**config.mk**
```make
export PLATFORM = sky130hd
export DESIGN_NAME = bnf_cell
export DESIGN_NICKNAME = d
export VERILOG_FILES = /design/src/sv/box_nms_filter_top_assert.svh /design/src/sv/bnf_pkg.sv /design/src/sv/bnf_cell.sv
export SDC_FILE = /design/constraint.sdc
export NUM_CORES = 1
export LEC_CHECK = 0
export BUFFER_PORTS_ARGS = -buffer_cell sky130_fd_sc_hd__buf_4
export CAP_MARGIN = 40
export CELL_PAD_IN_SITES_DETAIL_PLACEMENT = 0
export CELL_PAD_IN_SITES_GLOBAL_PLACEMENT = 1
export CORE_AREA = 2 2 125 127
export CTS_BUF_LIST = sky130_fd_sc_hd__clkbuf_2 sky130_fd_sc_hd__clkbuf_4 sky130_fd_sc_hd__clkbuf_8
export CTS_CLUSTER_DIAMETER = 30
export DETAILED_ROUTE_END_ITERATION = 7
export DIE_AREA = 0 0 127 129
export HOLD_SLACK_MARGIN = 0.06
export PLACE_DENSITY_LB_ADDON = 0.1
export SLEW_MARGIN = 5
export SYNTH_ARGS = -nofsm -noshare
export SYNTH_HDL_FRONTEND = slang
export SYNTH_SLANG_ARGS = --single-unit
```
**constraint.sdc**
```tcl
create_clock -name clk -period 14.7 [get_ports clk]
set_input_delay 1.47 -clock clk [delete_from_list [all_inputs] [get_ports clk]]
set_output_delay 1.47 -clock clk [all_outputs]
set_load 0.01 [all_outputs]
```
**src/sv/box_nms_filter_top_assert.svh**
```systemverilog
// Assertion macros for the box NMS filter top level.
// Needs clk and rst_n in the scope where a macro is used.
`ifndef BOX_NMS_FILTER_TOP_ASSERT_SVH
`define BOX_NMS_FILTER_TOP_ASSERT_SVH

// same-cycle implication, checked outside reset
`define BNF_ASSERT_NOW(lbl, ante, cons, msg) \
  lbl: assert property (@(posedge clk) disable iff (!rst_n) (ante) |-> (cons)) \
    else $error(msg);

// next-cycle implication, checked outside reset
`define BNF_ASSERT_NEXT(lbl, ante, cons, msg) \
  lbl: assert property (@(posedge clk) disable iff (!rst_n) (ante) |=> (cons)) \
    else $error(msg);

`endif

```
**src/sv/bnf_pkg.sv**
```systemverilog
// Shared types and constants for the box NMS filter.
// No dependencies.
`default_nettype none
package bnf_pkg;

  localparam int MAX_CANDIDATES = 64;
  localparam int IDX_W   = (MAX_CANDIDATES > 1) ? $clog2(MAX_CANDIDATES) : 1;
  localparam int CNT_W   = $clog2(MAX_CANDIDATES + 1);
  localparam int SCORE_W = 16;
  localparam int COORD_W = 14;
  localparam int KEPT_W  = 6;
  localparam int THR_W   = 16;

  // stages in the overlap test unit; the ring is the cells plus these stages
  localparam int PIPE_DEPTH = 4;
  localparam int RING_LEN   = MAX_CANDIDATES + PIPE_DEPTH;
  localparam int PASS_W     = $clog2(RING_LEN);

  localparam int CFG_IDX_W = 2;
  localparam logic [CFG_IDX_W-1:0] CFG_CONF_THR = 2'd0;
  localparam logic [CFG_IDX_W-1:0] CFG_IOU_THR  = 2'd1;

  localparam logic [THR_W-1:0] CONF_THR_RESET = 16'd16384;
  localparam logic [THR_W-1:0] IOU_THR_RESET  = 16'd29491;

  typedef struct packed {
    logic               valid;
    logic [IDX_W-1:0]   idx;
    logic [SCORE_W-1:0] score;
    logic [COORD_W-1:0] cx;
    logic [COORD_W-1:0] cy;
    logic [COORD_W-1:0] w;
    logic [COORD_W-1:0] h;
  } entry_t;

  typedef struct packed {
    logic load_en;
    logic shift_en;
  } cell_ctrl_t;

endpackage
`default_nettype wire

```
**src/sv/bnf_cell.sv**
```systemverilog
// One cell of the candidate ring: sorted insert while loading, rotate while suppressing.
// Depends on bnf_pkg.
`default_nettype none
module bnf_cell (
  input  wire                  clk,
  input  wire                  rst_n,
  input  bnf_pkg::cell_ctrl_t  ctrl,
  input  bnf_pkg::entry_t      new_entry,
  input  bnf_pkg::entry_t      prev_entry,
  input  bnf_pkg::entry_t      next_entry,
  input  wire                  prev_gt,
  output bnf_pkg::entry_t      entry_q,
  output logic                 gt
);

  bnf_pkg::entry_t entry_r, entry_nxt;

  // new box ranks ahead of this one; ties stay behind the earlier box
  assign gt = !entry_r.valid || (new_entry.score > entry_r.score);

  always_comb begin
    entry_nxt = entry_r;
    if (ctrl.shift_en) begin
      entry_nxt = next_entry;
    end else if (ctrl.load_en && gt) begin
      entry_nxt = prev_gt ? prev_entry : new_entry;
    end
  end

  always_ff @(posedge clk) begin
    if (!rst_n) begin
      entry_r.valid <= 1'b0;
    end else begin
      entry_r.valid <= entry_nxt.valid;
    end
    entry_r.idx   <= entry_nxt.idx;
    entry_r.score <= entry_nxt.score;
    entry_r.cx    <= entry_nxt.cx;
    entry_r.cy    <= entry_nxt.cy;
    entry_r.w     <= entry_nxt.w;
    entry_r.h     <= entry_nxt.h;
  end

  assign entry_q = entry_r;

endmodule
`default_nettype wire

```
After elaboration in Yosys (flattened, before gate mapping)
Index checks and enable logic that the tools add are counted.
Cells by class
  mux-type cells: 3
  reductions and logical operators: 4
  order comparisons: 1
Operators by type and width (number)
  $mux 79: 3
  $gt 16x16->1: 1
  $reduce_bool 2->1: 1
  $logic_and 1x1->1: 1
  $logic_not 1->1: 1
  $logic_or 1x1->1: 1
Word-level totals
  flip-flop bits (word level): 79
  word-level logic and storage cells: 15
  output and inout port bits: 80
  input bits: 242

Depth between registers and ports, before layout
  depth after elaboration: 5
  depth in mapped cells: 7
  depth with buffers taken out: 7

Worst setup path after synthesis
Ideal clock, no wire load.
  path kind: input-to-reg
  from: in new_entry[70] (netlist bit)
  to: reg entry_r, in the netlist entry_q[0], enable pin
  buffers on the path: 0
  setup time: 622 ps
  arrival time: 7845 ps
  data required time: 14078 ps
  path slack: 6233 ps
  cell stages on the path: 6
  cell sequence: ha_1 -> nand4_2 -> nor3_2 -> a21boi_2 -> nor4_2 -> o21ai_0
Between the ends
  cells in the longest elaborated chain, start to end: 4
RTL lines
  start, declared: line bnf_cell.sv:8  | input bnf_pkg::entry_t new_entry,
  $gt 16x16->1: line bnf_cell.sv:19  | assign gt = !entry_r.valid || (new_entry.score > entry_r.score);
  $logic_or 1x1->1: line bnf_cell.sv:19
  $logic_and 1x1->1: line bnf_cell.sv:25  | end else if (ctrl.load_en && gt) begin
  $reduce_bool 2->1 (no source line)
  end, declared: line bnf_cell.sv:16  | bnf_pkg::entry_t entry_r, entry_nxt;
No other way between the ends.
A chain may end at the register's enable or synchronous reset.

Worst setup path after layout
  from: in new_entry[63] (netlist bit)
  to: out gt
Between the ends
  cells in the longest elaborated chain, start to end: 2
RTL lines
  $gt 16x16->1: line bnf_cell.sv:19
  $logic_or 1x1->1: line bnf_cell.sv:19
  end, declared: line bnf_cell.sv:13  | output logic gt
No other way between the ends.

==> flow_results.org <==
** GRT
- Across every metal layer, demand over resource in global routing totals 17.65%.
- For this run the aggregate overflow at the end of global routing stands at 0.
- Global routing used 31.85% of the available met2 tracks.
- Busiest layer in global routing :: met2
- Met1 demand-to-capacity share in global routing :: 19.45%
- Maximum number of pins on one net before global-route repair :: 85
- The number of global-route vias before repair is 4259.
- The initial antenna violation count is 0.
- For this run, global-route usage on met3 was measured as 5.821%.
- The first global-routing pass estimated 22.00 mm of wire.

** Place
- Placement-stage cell area :: 7000 um^2
- Estimated wirelength of the detail-placed design :: 11.87 mm
- The congestion estimate from routability-driven global placement came to 0.8063.
- Input and output buffers added on the ports amount to 321.

** Critical path
- Kind of end point of the critical path :: output pin
- The worst register-to-register path begins at entry_q[70]$_DFFE_PP_.
- Worst setup slack for register-to-register paths :: 12260 ps
- Along the worst path, the maximum fanout reaches 3.
- Measured in cells, the most critical reg-to-reg path has a length of 8.
- For the worst setup path, the data required time is 13230 ps.
- Worst R2R End :: entry_q[34]$_DFFE_PP_
- By startpoint and endpoint, the worst setup path is classified as input port to output pin.
- Startpoint kind of the worst setup timing path :: input port
- Critical Path AT :: 3090 ps

** Flow run
- The tool flagged a number of max-cap violations equal to 0.

** Yosys
- Post-Syn Area :: 4447 um^2
- By area, the combinational part of the netlist is dominated by multiplexers.
- Flip-flop and latch count after synthesis :: 79
- Total number of yosys warnings :: 0
- Sequential elements use 53.12% of the synthesized area.
- The portion of synthesized area spent on multiplexers is 17.78%.
- Simple-Gate Fraction of Synth Area :: 8.779%
- Complex-gate fraction of the synthesized area :: 11.31%
- Cell variety after synth :: 28
- Summing the areas of all xor and xnor instances in the mapped netlist gives 0% of the synthesized area.
- Post-synthesis share of cell area spent on full adders, half adders and majority gates :: 4.502%
- In this run the mean area of a mapped cell was 11.01 um^2.
- Counting every instance in the synthesized netlist gives 404.
- Counting every net in the synthesized netlist gives 662.

** STA
- Setup TNS after final layout :: 0 ps
- Setup-violating endpoint count in the final report :: 0
- On the final layout, the worst hold slack is 810.2 ps.
- Setup repair after global routing left no endpoint under its margin.
- Worst-Margin Slew :: 790.7 ps
- After layout, the worst path uses 31.00% of the clock period.
- Final worst clock skew :: 7.882 ps
- Tmin final :: 4557 ps
- Worst-case headroom to the max-slew limit :: 47.29%
- The hold violation total from the final report came to 0.
- The max-slew violation total from the final report is 0.
- Derived from the worst setup path, the maximum achievable clock frequency is 219.5 MHz.

** Routing
- Drt first pass iters :: 4
- Once detail routing completed, the nets flagged for antenna violations numbered 0.
- Dividing the detail-routed wire length by the instance count gives 16.39 um.
- Via count :: 4186
- In this run, the number of DRC markers left after iteration 0 of detailed routing was 162.
- Residual DRC :: 0
- The final layout contains routed wiring with a total length of 14.85 mm.
- In the routed layout, each cell is associated on average with a via count of 4.620.

** Power
- In this run, the combinational gates consume 27.0% of the power.
- The analysis attributes to cell leakage a power of 0.003496 uW.
- Sequential cells account for 47.1% of the total power.
- Per report_power, the clock group accounts for 25.9% of the total.
- Highest ir drop seen on vdd :: 0.00003606 V
- Dividing total power by cell area gives a power density of 84.37 nW/um^2.
- The internal portion of the total power is 446.7 uW.
- Sw frac :: 26.28%
- Switching power summed over all nets :: 159.3 uW

** Clocking
- Clock-pin slew was measured on the worst setup and hold paths at 70 ps.
- Post-CTS setup repair buffer count :: 0
- Counting the buffers created by CTS gives 9.
- In this run, post-CTS hold repair placed 0 buffers.
- Cell at the root of the clock tree :: clkbuf_8
- Clock Sinks :: 79
- The clock tree synthesis step divided the H-tree into 3 levels.
- The clock passes through at most 2 buffers.
- Total of cells resized after clock tree synthesis :: 0
- TritonCTS built the clock tree.
- The clock reaches the later pin of the worst-skew pair after 360 ps.

** Floorplan
- Die footprint :: 16380 um^2
- The initial utilization of the core area, before any placement, comes to 29.69%.
- The total area inside the core boundary comes to 14980 um^2.
- Standard-cell row count :: 45
- The floorplan step set the die height to 129 um.
- Width of the chip :: 127 um
- Pin placement for this block handled 322 I/O pins.

** Cells and area
- FF/Latch Area :: 2362 um^2
- Compared with the post-synthesis result, the final layout area differs by 61.51%.
- Summing all multi-input logic gate instances after layout gives 1896 um^2.
- Final antenna diode count :: 0
- Leaving out fill and tap cells, the most frequent cell in the layout is buf_4.
- Final net count :: 972
- Of the cells placed in the final design, the portion with a size suffix greater than 1 is 48.05%.
- Top library cells by usage in the layout, fill and taps aside :: buf_4 (325), nand2_1 (80), mux2i_1 (79)
- FILL cells :: 1451
- The register with the most flip-flops in the layout has 79 of them.
- Post-layout instance area :: 7182 um^2

** Hold path
- Number of cells traversed by the worst hold path :: 3
- The worst hold path belongs to the class register to register.
- Min-delay src :: entry_q[78]$_SDFFE_PN0P_
- The path with the worst hold slack has its endpoint at entry_q[78]$_SDFFE_PN0P_.

** Outcome
- Result of the run :: finished, final reports clean
## per-stage QoR
stage	power, uW	utilization, %	std cells	setup slack (ps)
4_1_cts	618.3	47.95	906	10110
2_1_floorplan	356.9	-	404	6233
3_5_place_dp	457.8	46.74	891	10120
3_3_place_gp	455.2	46.74	891	10160
5_1_grt	641.8	47.95	906	10040
6_report	605.9	47.95	906	10140
## cells in the mapped netlist, drive strengths merged
library cell  instances  area share, %
a21boi                2           0.42
a21o                  2           0.37
a21oi                 6           0.68
a41o                  1           0.23
and3                  1           0.14
buf                  11            1.7
clkbuf               15            1.3
dfxtp                 1           0.45
edfxtp               78             53
ha                   16            4.5
inv                  18            1.5
mux2i                79             18
nand2                80            6.8
nand3                 2           0.23
nand4                 4           0.70
nor2                  2           0.17
nor2b                 2           0.28
nor3                  1           0.23
nor4                  1           0.28
o211ai                1           0.28
o21ai                79            8.9
o221a                 1           0.25
o311ai                1           0.20
## layer usage
metal | vias up | wire length, um
met5 | - | 0
met4 | 0 | 295
met3 | 21 | 1312
met2 | 188 | 7749
met1 | 1891 | 5488
li1 | 2086 | -
## critical path, stage by stage
cell,delay (ps)
buf_4,120
ha_1,320
a41o_1,240
a21oi_1,170
o311ai_1,120
nor4_2,390
nor2b_1,90
buf_4,170
## logic make-up (layout without fill, tap and decap cells)
group	count (synthesis)	in the layout
multiplexers	79	79
adder cells (fa/ha/maj)	16	16
AND/OR/NAND/NOR	93	93
flip-flops	79	79
AO/OA/AOI/OAI	93	93
buffers and inverters	44	358
## worst max path at each step
stage / startpoint / slack [ps] / end / cells after the start
detailed placement: new_entry[63] / 10120 / gt / 8
CTS: new_entry[63] / 10110 / gt / 8
global route: new_entry[63] / 10040 / gt / 8
finish: new_entry[63] / 10140 / gt / 8
floorplan: new_entry[70] / 6230 / entry_q[0]$_DFFE_PP_ / 6
global placement: new_entry[63] / 10160 / gt / 8
## power groups by stage
stage / clock network (uW) / logic (uW) / registers, uW
global placement: 0 / 166 / 289
CTS: 165 / 168 / 286
finish: 157 / 164 / 285
global route: 173 / 181 / 288
floorplan: 0 / 51.8 / 305
detailed placement: 0 / 167 / 290
## layout make-up
class,count,area share [%]
Timing Repair Buffer,325,33.97
Tap cell,188,3.275
Clock buffer,10,1.829
Clock inverter,5,0.6969
Inverter,18,0.9408
Sequential cell,79,32.89
Multi-Input combinational cell,281,26.39
Power figures use the tool's default switching activity.
