## src/sv/box_nms_filter_top_assert.svh

```systemverilog
// Assertion macros for the box NMS filter top level.
// Needs clk and rst_n in the scope where a macro is used.
`ifndef BOX_NMS_FILTER_TOP_ASSERT_SVH
`define BOX_NMS_FILTER_TOP_ASSERT_SVH

// same-cycle implication, checked outside reset
`define BNF_ASSERT_NOW(lbl, ante, cons, msg) \
  lbl: assert property (@(posedge clk) disable iff (!rst_n) (ante) |-> (cons)) \
    else $error(msg);

// next-cycle implication, checked outside reset
`define BNF_ASSERT_NEXT(lbl, ante, cons, msg) \
  lbl: assert property (@(posedge clk) disable iff (!rst_n) (ante) |=> (cons)) \
    else $error(msg);

`endif

```

## src/sv/bnf_pkg.sv

```systemverilog
// Shared types and constants for the box NMS filter.
// No dependencies.
`default_nettype none
package bnf_pkg;

  localparam int MAX_CANDIDATES = 64;
  localparam int IDX_W   = (MAX_CANDIDATES > 1) ? $clog2(MAX_CANDIDATES) : 1;
  localparam int CNT_W   = $clog2(MAX_CANDIDATES + 1);
  localparam int SCORE_W = 16;
  localparam int COORD_W = 14;
  localparam int KEPT_W  = 6;
  localparam int THR_W   = 16;

  // stages in the overlap test unit; the ring is the cells plus these stages
  localparam int PIPE_DEPTH = 4;
  localparam int RING_LEN   = MAX_CANDIDATES + PIPE_DEPTH;
  localparam int PASS_W     = $clog2(RING_LEN);

  localparam int CFG_IDX_W = 2;
  localparam logic [CFG_IDX_W-1:0] CFG_CONF_THR = 2'd0;
  localparam logic [CFG_IDX_W-1:0] CFG_IOU_THR  = 2'd1;

  localparam logic [THR_W-1:0] CONF_THR_RESET = 16'd16384;
  localparam logic [THR_W-1:0] IOU_THR_RESET  = 16'd29491;

  typedef struct packed {
    logic               valid;
    logic [IDX_W-1:0]   idx;
    logic [SCORE_W-1:0] score;
    logic [COORD_W-1:0] cx;
    logic [COORD_W-1:0] cy;
    logic [COORD_W-1:0] w;
    logic [COORD_W-1:0] h;
  } entry_t;

  typedef struct packed {
    logic load_en;
    logic shift_en;
  } cell_ctrl_t;

endpackage
`default_nettype wire

```

## src/sv/bnf_iou.sv

```systemverilog
// Pipelined overlap test of a streaming box against the reference box.
// Drops the box when inter * 65536 > thr * union and union > 0. Depends on bnf_pkg.
`default_nettype none
module bnf_iou (
  input  wire                          clk,
  input  wire                          rst_n,
  input  bnf_pkg::entry_t              in_entry,
  input  bnf_pkg::entry_t              ref_entry,
  input  wire [bnf_pkg::THR_W-1:0]     iou_thr,
  output bnf_pkg::entry_t              out_entry
);

  localparam int EW = bnf_pkg::COORD_W + 3;  // signed edge, 2*c +/- size

  // stage 0: edges and intersection extents
  logic signed [EW-1:0] el, er, et, ed, hl, hr, ht, hd, xl, xr, yt, yd;
  logic signed [EW:0]   dx, dy;
  logic [15:0]          iw, ih;

  always_comb begin
    el = signed'({2'b00, in_entry.cx, 1'b0}) - signed'({3'b000, in_entry.w});
    er = signed'({2'b00, in_entry.cx, 1'b0}) + signed'({3'b000, in_entry.w});
    et = signed'({2'b00, in_entry.cy, 1'b0}) - signed'({3'b000, in_entry.h});
    ed = signed'({2'b00, in_entry.cy, 1'b0}) + signed'({3'b000, in_entry.h});
    hl = signed'({2'b00, ref_entry.cx, 1'b0}) - signed'({3'b000, ref_entry.w});
    hr = signed'({2'b00, ref_entry.cx, 1'b0}) + signed'({3'b000, ref_entry.w});
    ht = signed'({2'b00, ref_entry.cy, 1'b0}) - signed'({3'b000, ref_entry.h});
    hd = signed'({2'b00, ref_entry.cy, 1'b0}) + signed'({3'b000, ref_entry.h});
    xl = (el > hl) ? el : hl;
    xr = (er < hr) ? er : hr;
    yt = (et > ht) ? et : ht;
    yd = (ed < hd) ? ed : hd;
    dx = {xr[EW-1], xr} - {xl[EW-1], xl};
    dy = {yd[EW-1], yd} - {yt[EW-1], yt};
    iw = (dx > 0) ? dx[15:0] : 16'd0;
    ih = (dy > 0) ? dy[15:0] : 16'd0;
  end

  bnf_pkg::entry_t e1_r, e2_r, e3_r, e4_r;
  logic [15:0] iw1_r, ih1_r;
  logic [14:0] ew1_r, eh1_r;
  logic [31:0] inter2_r, inter3_r, inter4_r;
  logic [29:0] area2_r, area_ref_r;
  logic [31:0] uni3_r;
  logic        pos4_r;
  logic [31:0] plo4_r, phi4_r;

  logic [31:0] uni;
  logic [47:0] lhs, rhs;

  assign uni = {2'b00, area_ref_r} + {2'b00, area2_r} - inter2_r;
  assign lhs = {inter4_r, 16'd0};
  assign rhs = {phi4_r, 16'd0} + {16'd0, plo4_r};

  always_ff @(posedge clk) begin
    if (!rst_n) begin
      e1_r.valid <= 1'b0;
      e2_r.valid <= 1'b0;
      e3_r.valid <= 1'b0;
      e4_r.valid <= 1'b0;
    end else begin
      e1_r.valid <= in_entry.valid;
      e2_r.valid <= e1_r.valid;
      e3_r.valid <= e2_r.valid;
      e4_r.valid <= e3_r.valid;
    end
    {e1_r.idx, e1_r.score, e1_r.cx, e1_r.cy, e1_r.w, e1_r.h} <=
      {in_entry.idx, in_entry.score, in_entry.cx, in_entry.cy, in_entry.w, in_entry.h};
    {e2_r.idx, e2_r.score, e2_r.cx, e2_r.cy, e2_r.w, e2_r.h} <=
      {e1_r.idx, e1_r.score, e1_r.cx, e1_r.cy, e1_r.w, e1_r.h};
    {e3_r.idx, e3_r.score, e3_r.cx, e3_r.cy, e3_r.w, e3_r.h} <=
      {e2_r.idx, e2_r.score, e2_r.cx, e2_r.cy, e2_r.w, e2_r.h};
    {e4_r.idx, e4_r.score, e4_r.cx, e4_r.cy, e4_r.w, e4_r.h} <=
      {e3_r.idx, e3_r.score, e3_r.cx, e3_r.cy, e3_r.w, e3_r.h};
    // stage 1
    iw1_r <= iw;
    ih1_r <= ih;
    ew1_r <= {in_entry.w, 1'b0};
    eh1_r <= {in_entry.h, 1'b0};
    // stage 2
    inter2_r   <= iw1_r * ih1_r;
    area2_r    <= ew1_r * eh1_r;
    area_ref_r <= {ref_entry.w, 1'b0} * {ref_entry.h, 1'b0};
    // stage 3
    inter3_r <= inter2_r;
    uni3_r   <= uni;
    // stage 4: threshold times union in two halves
    inter4_r <= inter3_r;
    pos4_r   <= (uni3_r != 32'd0);
    plo4_r   <= iou_thr * uni3_r[15:0];
    phi4_r   <= iou_thr * uni3_r[31:16];
  end

  always_comb begin
    out_entry       = e4_r;
    out_entry.valid = e4_r.valid && !(pos4_r && (lhs > rhs));
  end

endmodule
`default_nettype wire
```

## config.mk

```make
export PLATFORM = sky130hd
export DESIGN_NAME = bnf_iou
export DESIGN_NICKNAME = d
export VERILOG_FILES = /design/src/sv/box_nms_filter_top_assert.svh /design/src/sv/bnf_pkg.sv /design/src/sv/bnf_iou.sv
export SDC_FILE = /design/constraint.sdc
export NUM_CORES = 2
export LEC_CHECK = 0
export ABC_AREA = 1
export BUFFER_PORTS_ARGS = -buffer_cell sky130_fd_sc_hd__buf_2
export CORE_ASPECT_RATIO = 0.5
export CORE_UTILIZATION = 45
export CTS_CLUSTER_SIZE = 28
export DETAILED_ROUTE_END_ITERATION = 6
export PLACE_DENSITY = 0.58
export SYNTH_ARGS = -nofsm -noshare
export SYNTH_HDL_FRONTEND = slang
export SYNTH_SLANG_ARGS = --single-unit
```

## constraint.sdc

```tcl
create_clock -name clk -period 10.35 [get_ports clk]
set_input_delay 1.5525 -clock clk [delete_from_list [all_inputs] [get_ports clk]]
set_output_delay 1.5525 -clock clk [all_outputs]
set_load 0.01 [all_outputs]
```

# Word level (Yosys, flattened, before mapping)
# Index checks and enable logic that the tools add are counted.
# W data, S select, Z words.
dict set report totals {
  register_bits 597
  inputBits 176
  out_inout_bits 79
  word_cells 72
}
dict set report classes {
  n_mux 4
  n_lt_le_gt_ge 7
  n_addsub 13
  mul 5
  n_reduce_logical 4
}
# operator count
set op_table {}
lappend op_table {{$mul A16 B16 Y32} 3}
lappend op_table {{$add A15 B14 Y16} 4}
lappend op_table {{$sub A15 B14 Y16} 4}
lappend op_table {{$mul A14 B14 Y28} 2}
lappend op_table {{$add A48 B32 Y48} 1}
lappend op_table {{$gt A48 B48 Y1} 1}
lappend op_table {{$gt A18 B1 Y1 const B} 2}
lappend op_table {{$sub A17 B17 Y18} 2}
lappend op_table {{$mux W17} 2}
lappend op_table {{$gt A16 B16 Y1} 2}
lappend op_table {{$lt A16 B16 Y1} 2}
lappend op_table {{$mux W16} 2}
lappend op_table {{$reduce_bool A32 Y1} 1}
lappend op_table {{$sub A31 B32 Y32} 1}
lappend op_table {{$add A30 B30 Y31} 1}
lappend op_table {{$logic_and A1 B1 Y1} 2}
lappend op_table {{$logic_not A1 Y1} 1}

# Logic depth before layout (Yosys ltp)
dict set report logic_depth {
  ltp_word 5
  mapped_depth 52
  mapped_depth_nobuf 49
}

# Least setup slack after synthesis
# Ideal clock, no wire load.
dict set report synth_timing {
  kind {input to register}
  from {input port ref_entry[2] in the netlist's numbering}
  to {register ih1_r[12]}
  n_path_buf 4
  path_slack_ps 2849
  arrival_time_ps 7381
  path_stages 49
  required_time_ps 10230
  setup_ps 120
  path_cell_list {clkbuf_1 inv_1 ha_1 a21oi_1 o21bai_1 a21oi_1 o21ai_0 a21oi_1 o21bai_1 a21oi_1 o21ai_0 xor2_1 inv_1 ha_1 nand2_1 inv_1 nand3_1 nor3_1 [... 13 more ...] nand3_1 nand2_1 nand3_1 nand4_1 nand3_1 inv_1 nor2_1 inv_1 or2_1 nand2_1 inv_1 nor2_1 nand3b_1 nand2_1 nand3_2 nand2_4 buf_8 nor2_2}
}
dict set report synth_between {
  elab_chain_cells 5
  word_cells_on_any_way 8
  cone_classes {add/sub (3); order compare (3); mux (2)}
}
# element line
set synth_rtl {}
lappend synth_rtl {{start: declaration} bnf_iou.sv:8} ;# input bnf_pkg::entry_t ref_entry,
lappend synth_rtl {{$add A15 B14 Y16 or $sub A15 B14 Y16 (tied branches)} {bnf_iou.sv:28, bnf_iou.sv:27}}
lappend synth_rtl {{$lt A16 B16 Y1 or $gt A16 B16 Y1 (tied branches)} {bnf_iou.sv:32, bnf_iou.sv:31}}
lappend synth_rtl {{$mux W16 or $mux W17 (tied branches)} {bnf_iou.sv:32, bnf_iou.sv:31}}
lappend synth_rtl {{$sub A17 B17 Y18 *} bnf_iou.sv:34} ;# dy = {yd[EW-1], yd} - {yt[EW-1], yt};
lappend synth_rtl {{$gt A18 B1 Y1} bnf_iou.sv:36} ;# ih = (dy > 0) ? dy[15:0] : 16'd0;
lappend synth_rtl {{end signal: assignment} bnf_iou.sv:77} ;# ih1_r <= ih;
lappend synth_rtl {{end: declaration} bnf_iou.sv:40} ;# logic [15:0] iw1_r, ih1_r;
# Mark *: on every way between the ends. The rest lies on a longest branch, timed or not.
# A chain may end at the register's enable or synchronous reset.

# Worst setup path in the final report
dict set report layout_timing {
  from {input port ref_entry[2] in the netlist's numbering}
  to {register ih1_r[4]}
}
# Same word-level chain as after synthesis.

==> summary.txt <==
Status
  – Status: finished, final reports clean

Clock network
  – Clk root buf: clkbuf_16
  – Clock Path Buffers: 3
  – Gates resized, CTS repair: 0
  – CTS sink count: 596
  – CTS Buf Count: 59
  – Cts hold-fix bufs: 0
  – H-tree depth reported by CTS: 2
  – Postcts setup bufs: 0
  – CTS tree: built
  – Register clock-pin slew on the reported worst setup and hold paths: 0.08 ns
  – Clock insertion delay at the later pin of the skew report: between 0.6 and 0.7 ns

Yosys
  – Commonest cells in the netlist: inv_1 (1896), nand2_1 (1721), fa_1 (903)
  – Synth top area cells: fa_1 (28%), dfxtp_1 (19%), ha_1 (15%)
  – Area leader, netlist: fa_1
  – Distinct cells, synth: between 50 and 60
  – Synth warnings: 0
  – Most frequently used flop master after synthesis: dfxtp_1
  – Gate count of the mapped netlist: between 7000 and 8000
  – Synthesized net count: about 9600
  – EDFF count, synth: 0
  – Count leader, synth: inv_1
  – Avg Inst Size Synth: roughly 8.3 µm²
  – Register area share after synthesis: 0.186
  – Flop and latch count out of synthesis: a little under 600
  – Ys async rst share: 0
  – Post-synth top area share: 0.282
  – Mapped cell area: 64000 µm²

Routing
  – Via count: between 40000 and 50000
  – Detailed Routing Iterations Pass 1: 5
  – Max Used Layer: met4
  – DR iter-0 viols: between 2000 and 3000
  – Post-route antenna net violation count: 0
  – Met1 WL: around 77000 µm
  – Vias/cell: between 4 and 5
  – WL per Instance: approximately 17 µm
  – Final WL: 159000 µm
  – Residual DRC count: 0
  – Routed met2 length: 71200 µm
  – Metal3 WL: slightly below 8000 µm

Timing
  – Final setup vio count: 0
  – Hold Vio Cnt, Final: 0
  – Max-slew headroom: 0.274
  – Setup TNS: 0 ns
  – Post-route setup slack: 2.43 ns
  – Clock Skew: ~0.038 ns
  – F_max: approximately 0.13 GHz
  – Worst Tran Pin Value: 1.09 ns
  – Period utilization: 0.765
  – Final slew viol count: 0
  – Fin crit period: 7.92 ns
  – RSZ-0062 raised after global routing: false

Critical path
  – Reg2reg start: ih1_r[1]
  – Worst path depth: between 40 and 50
  – Worst reg2reg path depth: 22
  – Kind of critical path: primary input to register
  – Critical Path RT: around 11 ns
  – Critical path's slowest cell: fa_1
  – Cell family with most CP delay: simple AND/OR/NAND/NOR gates
  – CP peak stage delay: ~0.46 ns
  – Max FO, Critical Path: 31
  – Crit path launch type: primary input
  – Crit path capture type: register
  – Critical Path Source: ref_entry[2]
  – Critical Path Most Common Cell: nor2_1
  – WP buf/inv: 5
  – Crit path DAT: roughly 8.4 ns

Final layout
  – Non-Filler Instances: roughly 9600
  – Final #Nets: about 9600
  – Layout cells sized above 1: 0.0589
  – Fillers: around 14000
  – Post-synthesis to final-layout area growth: 6.69%
  – Register Area: around 12000 µm²
  – Area taken by multi-input logic gates: between 40000 and 50000 µm²
  – Final instance area: 68300 µm²

GRT
  – Vias in the first global route: 47188
  – Global route overflow: 0
  – Largest net degree at the start of global routing: 33
  – Initial antenna violation count: 9
  – Total GRT Usage: 0.227
  – First-pass GRT wire length: 257000 µm

Die
  – Io pins: ~260
  – Initial core utilization: 0.455
  – Die Y-Extent: 269 µm
  – Die area: approximately 140000 µm²
  – Core ar.: 141000 µm²
  – Die W: roughly 540 µm
  – # rows: 97

Place
  – Placed cells: ~9500
  – Placer Congestion: roughly 0.90
  – HPWL Detailed: 129000 µm
  – Placed cell area: 66200 µm²
  – I/O Buffers: about 230
  – Post-place setup slack: about 1.9 ns

Min path
  – Worst Hold Class: register to register
  – Hold wc startpoint: e2_r[49]
  – Hold depth: 0

Job
  – Max cap viols: 0
-- metal layers --
layer,track usage,up-vias
li1,-,22930
met1,0.325,22791
met2,0.368,1005
met3,0.0242,158
met4,0.0521,0
met5,0,-
-- through the flow --
| stage | hold WS (ns) | util |
|---|---|---|
| floorplan | 0.310 | - |
| global placement | 0.310 | 0.470 |
| detailed placement | 0.312 | 0.470 |
| CTS | 0.301 | 0.486 |
| global route | 0.308 | 0.486 |
| finish | 0.299 | 0.486 |
-- cells in the final DEF, fill, tap and decap left out, types with 7 or more instances in the layout --
master and n:
nand2_1 1721, o21bai_1 23, dfxtp_1 596, ha_1 772, nor3_1 34, nand3_1 109
nand4_1 44, a21boi_1 11, clkbuf_16 61, nor4_1 25, a21o_1 16, o21ai_0 168
o21a_1 10, xnor2_1 90, clkinv_2 8, buf_4 48, o21ai_1 32, a21oi_1 346
o211ai_1 13, inv_1 1896, a21oi_2 13, o31ai_1 9, o221ai_1 11, nor2_1 174
nand2_2 16, nor2_2 13, buf_2 231, xor2_1 221, fa_1 903, a31oi_1 30
a211oi_1 7, clkbuf_8 8, inv_6 7, bufinv_16 7
-- sequential cells by signal (all words and copies together) (netlist names) --
name        flops
area_ref_r     28
inter4_r       32
uni3_r         32
out_entry      78
phi4_r         32
e2_r           79
area2_r        28
e3_r           79
eh1_r          14
e4_r            1
e1_r           51
plo4_r         32
iw1_r          16
pos4_r          1
inter2_r       32
inter3_r       31
ew1_r          14
ih1_r          16
-- kinds of logic after synthesis --
| family | share of synthesized area |
|---|---|
| fa+ha+maj | 0.433 |
| xor+xnor | 0.0425 |
| simple gates | 0.135 |
| buf+inv | 0.139 |
| flops | 0.186 |
| compound gates | 0.0639 |
-- layout make-up --
| cell class | instances | share of cell area |
|---|---|---|
| Timing Repair Buffer | 279 | 0.0222 |
| Tap cell | 1881 | 0.0344 |
| Multi-Input combinational cell | 4869 | 0.633 |
| Clock inverter | 38 | 0.00731 |
| Inverter | 1902 | 0.104 |
| Clock buffer | 72 | 0.0241 |
| Antenna cell | 5 | 0.000183 |
| Sequential cell | 596 | 0.175 |
-- final timing paths --
kind / end / slack [ns]
worst max register to register: inter2_r[26] / 3.60
worst min register to register: e3_r[49] / 0.30
worst min-delay path: e3_r[49] / 0.30
worst max-delay path: ih1_r[4] / 2.43
-- worst reg2reg max path: cells and delay by family (launching register included) --
kind | cells | cell delay, ns
DFF | 1 | 0.89
AOI/OAI and AO/OA | 7 | 1.41
buffers and inverters | 6 | 0.34
adders and majority gates | 7 | 3.42
and+or+nand+nor | 1 | 0.20
xor gates and xnor gates | 1 | 0.33
Power is left out: the tool's default activity adds up to more than one toggle a clock period on the data nets, which glitch-free logic cannot reach.
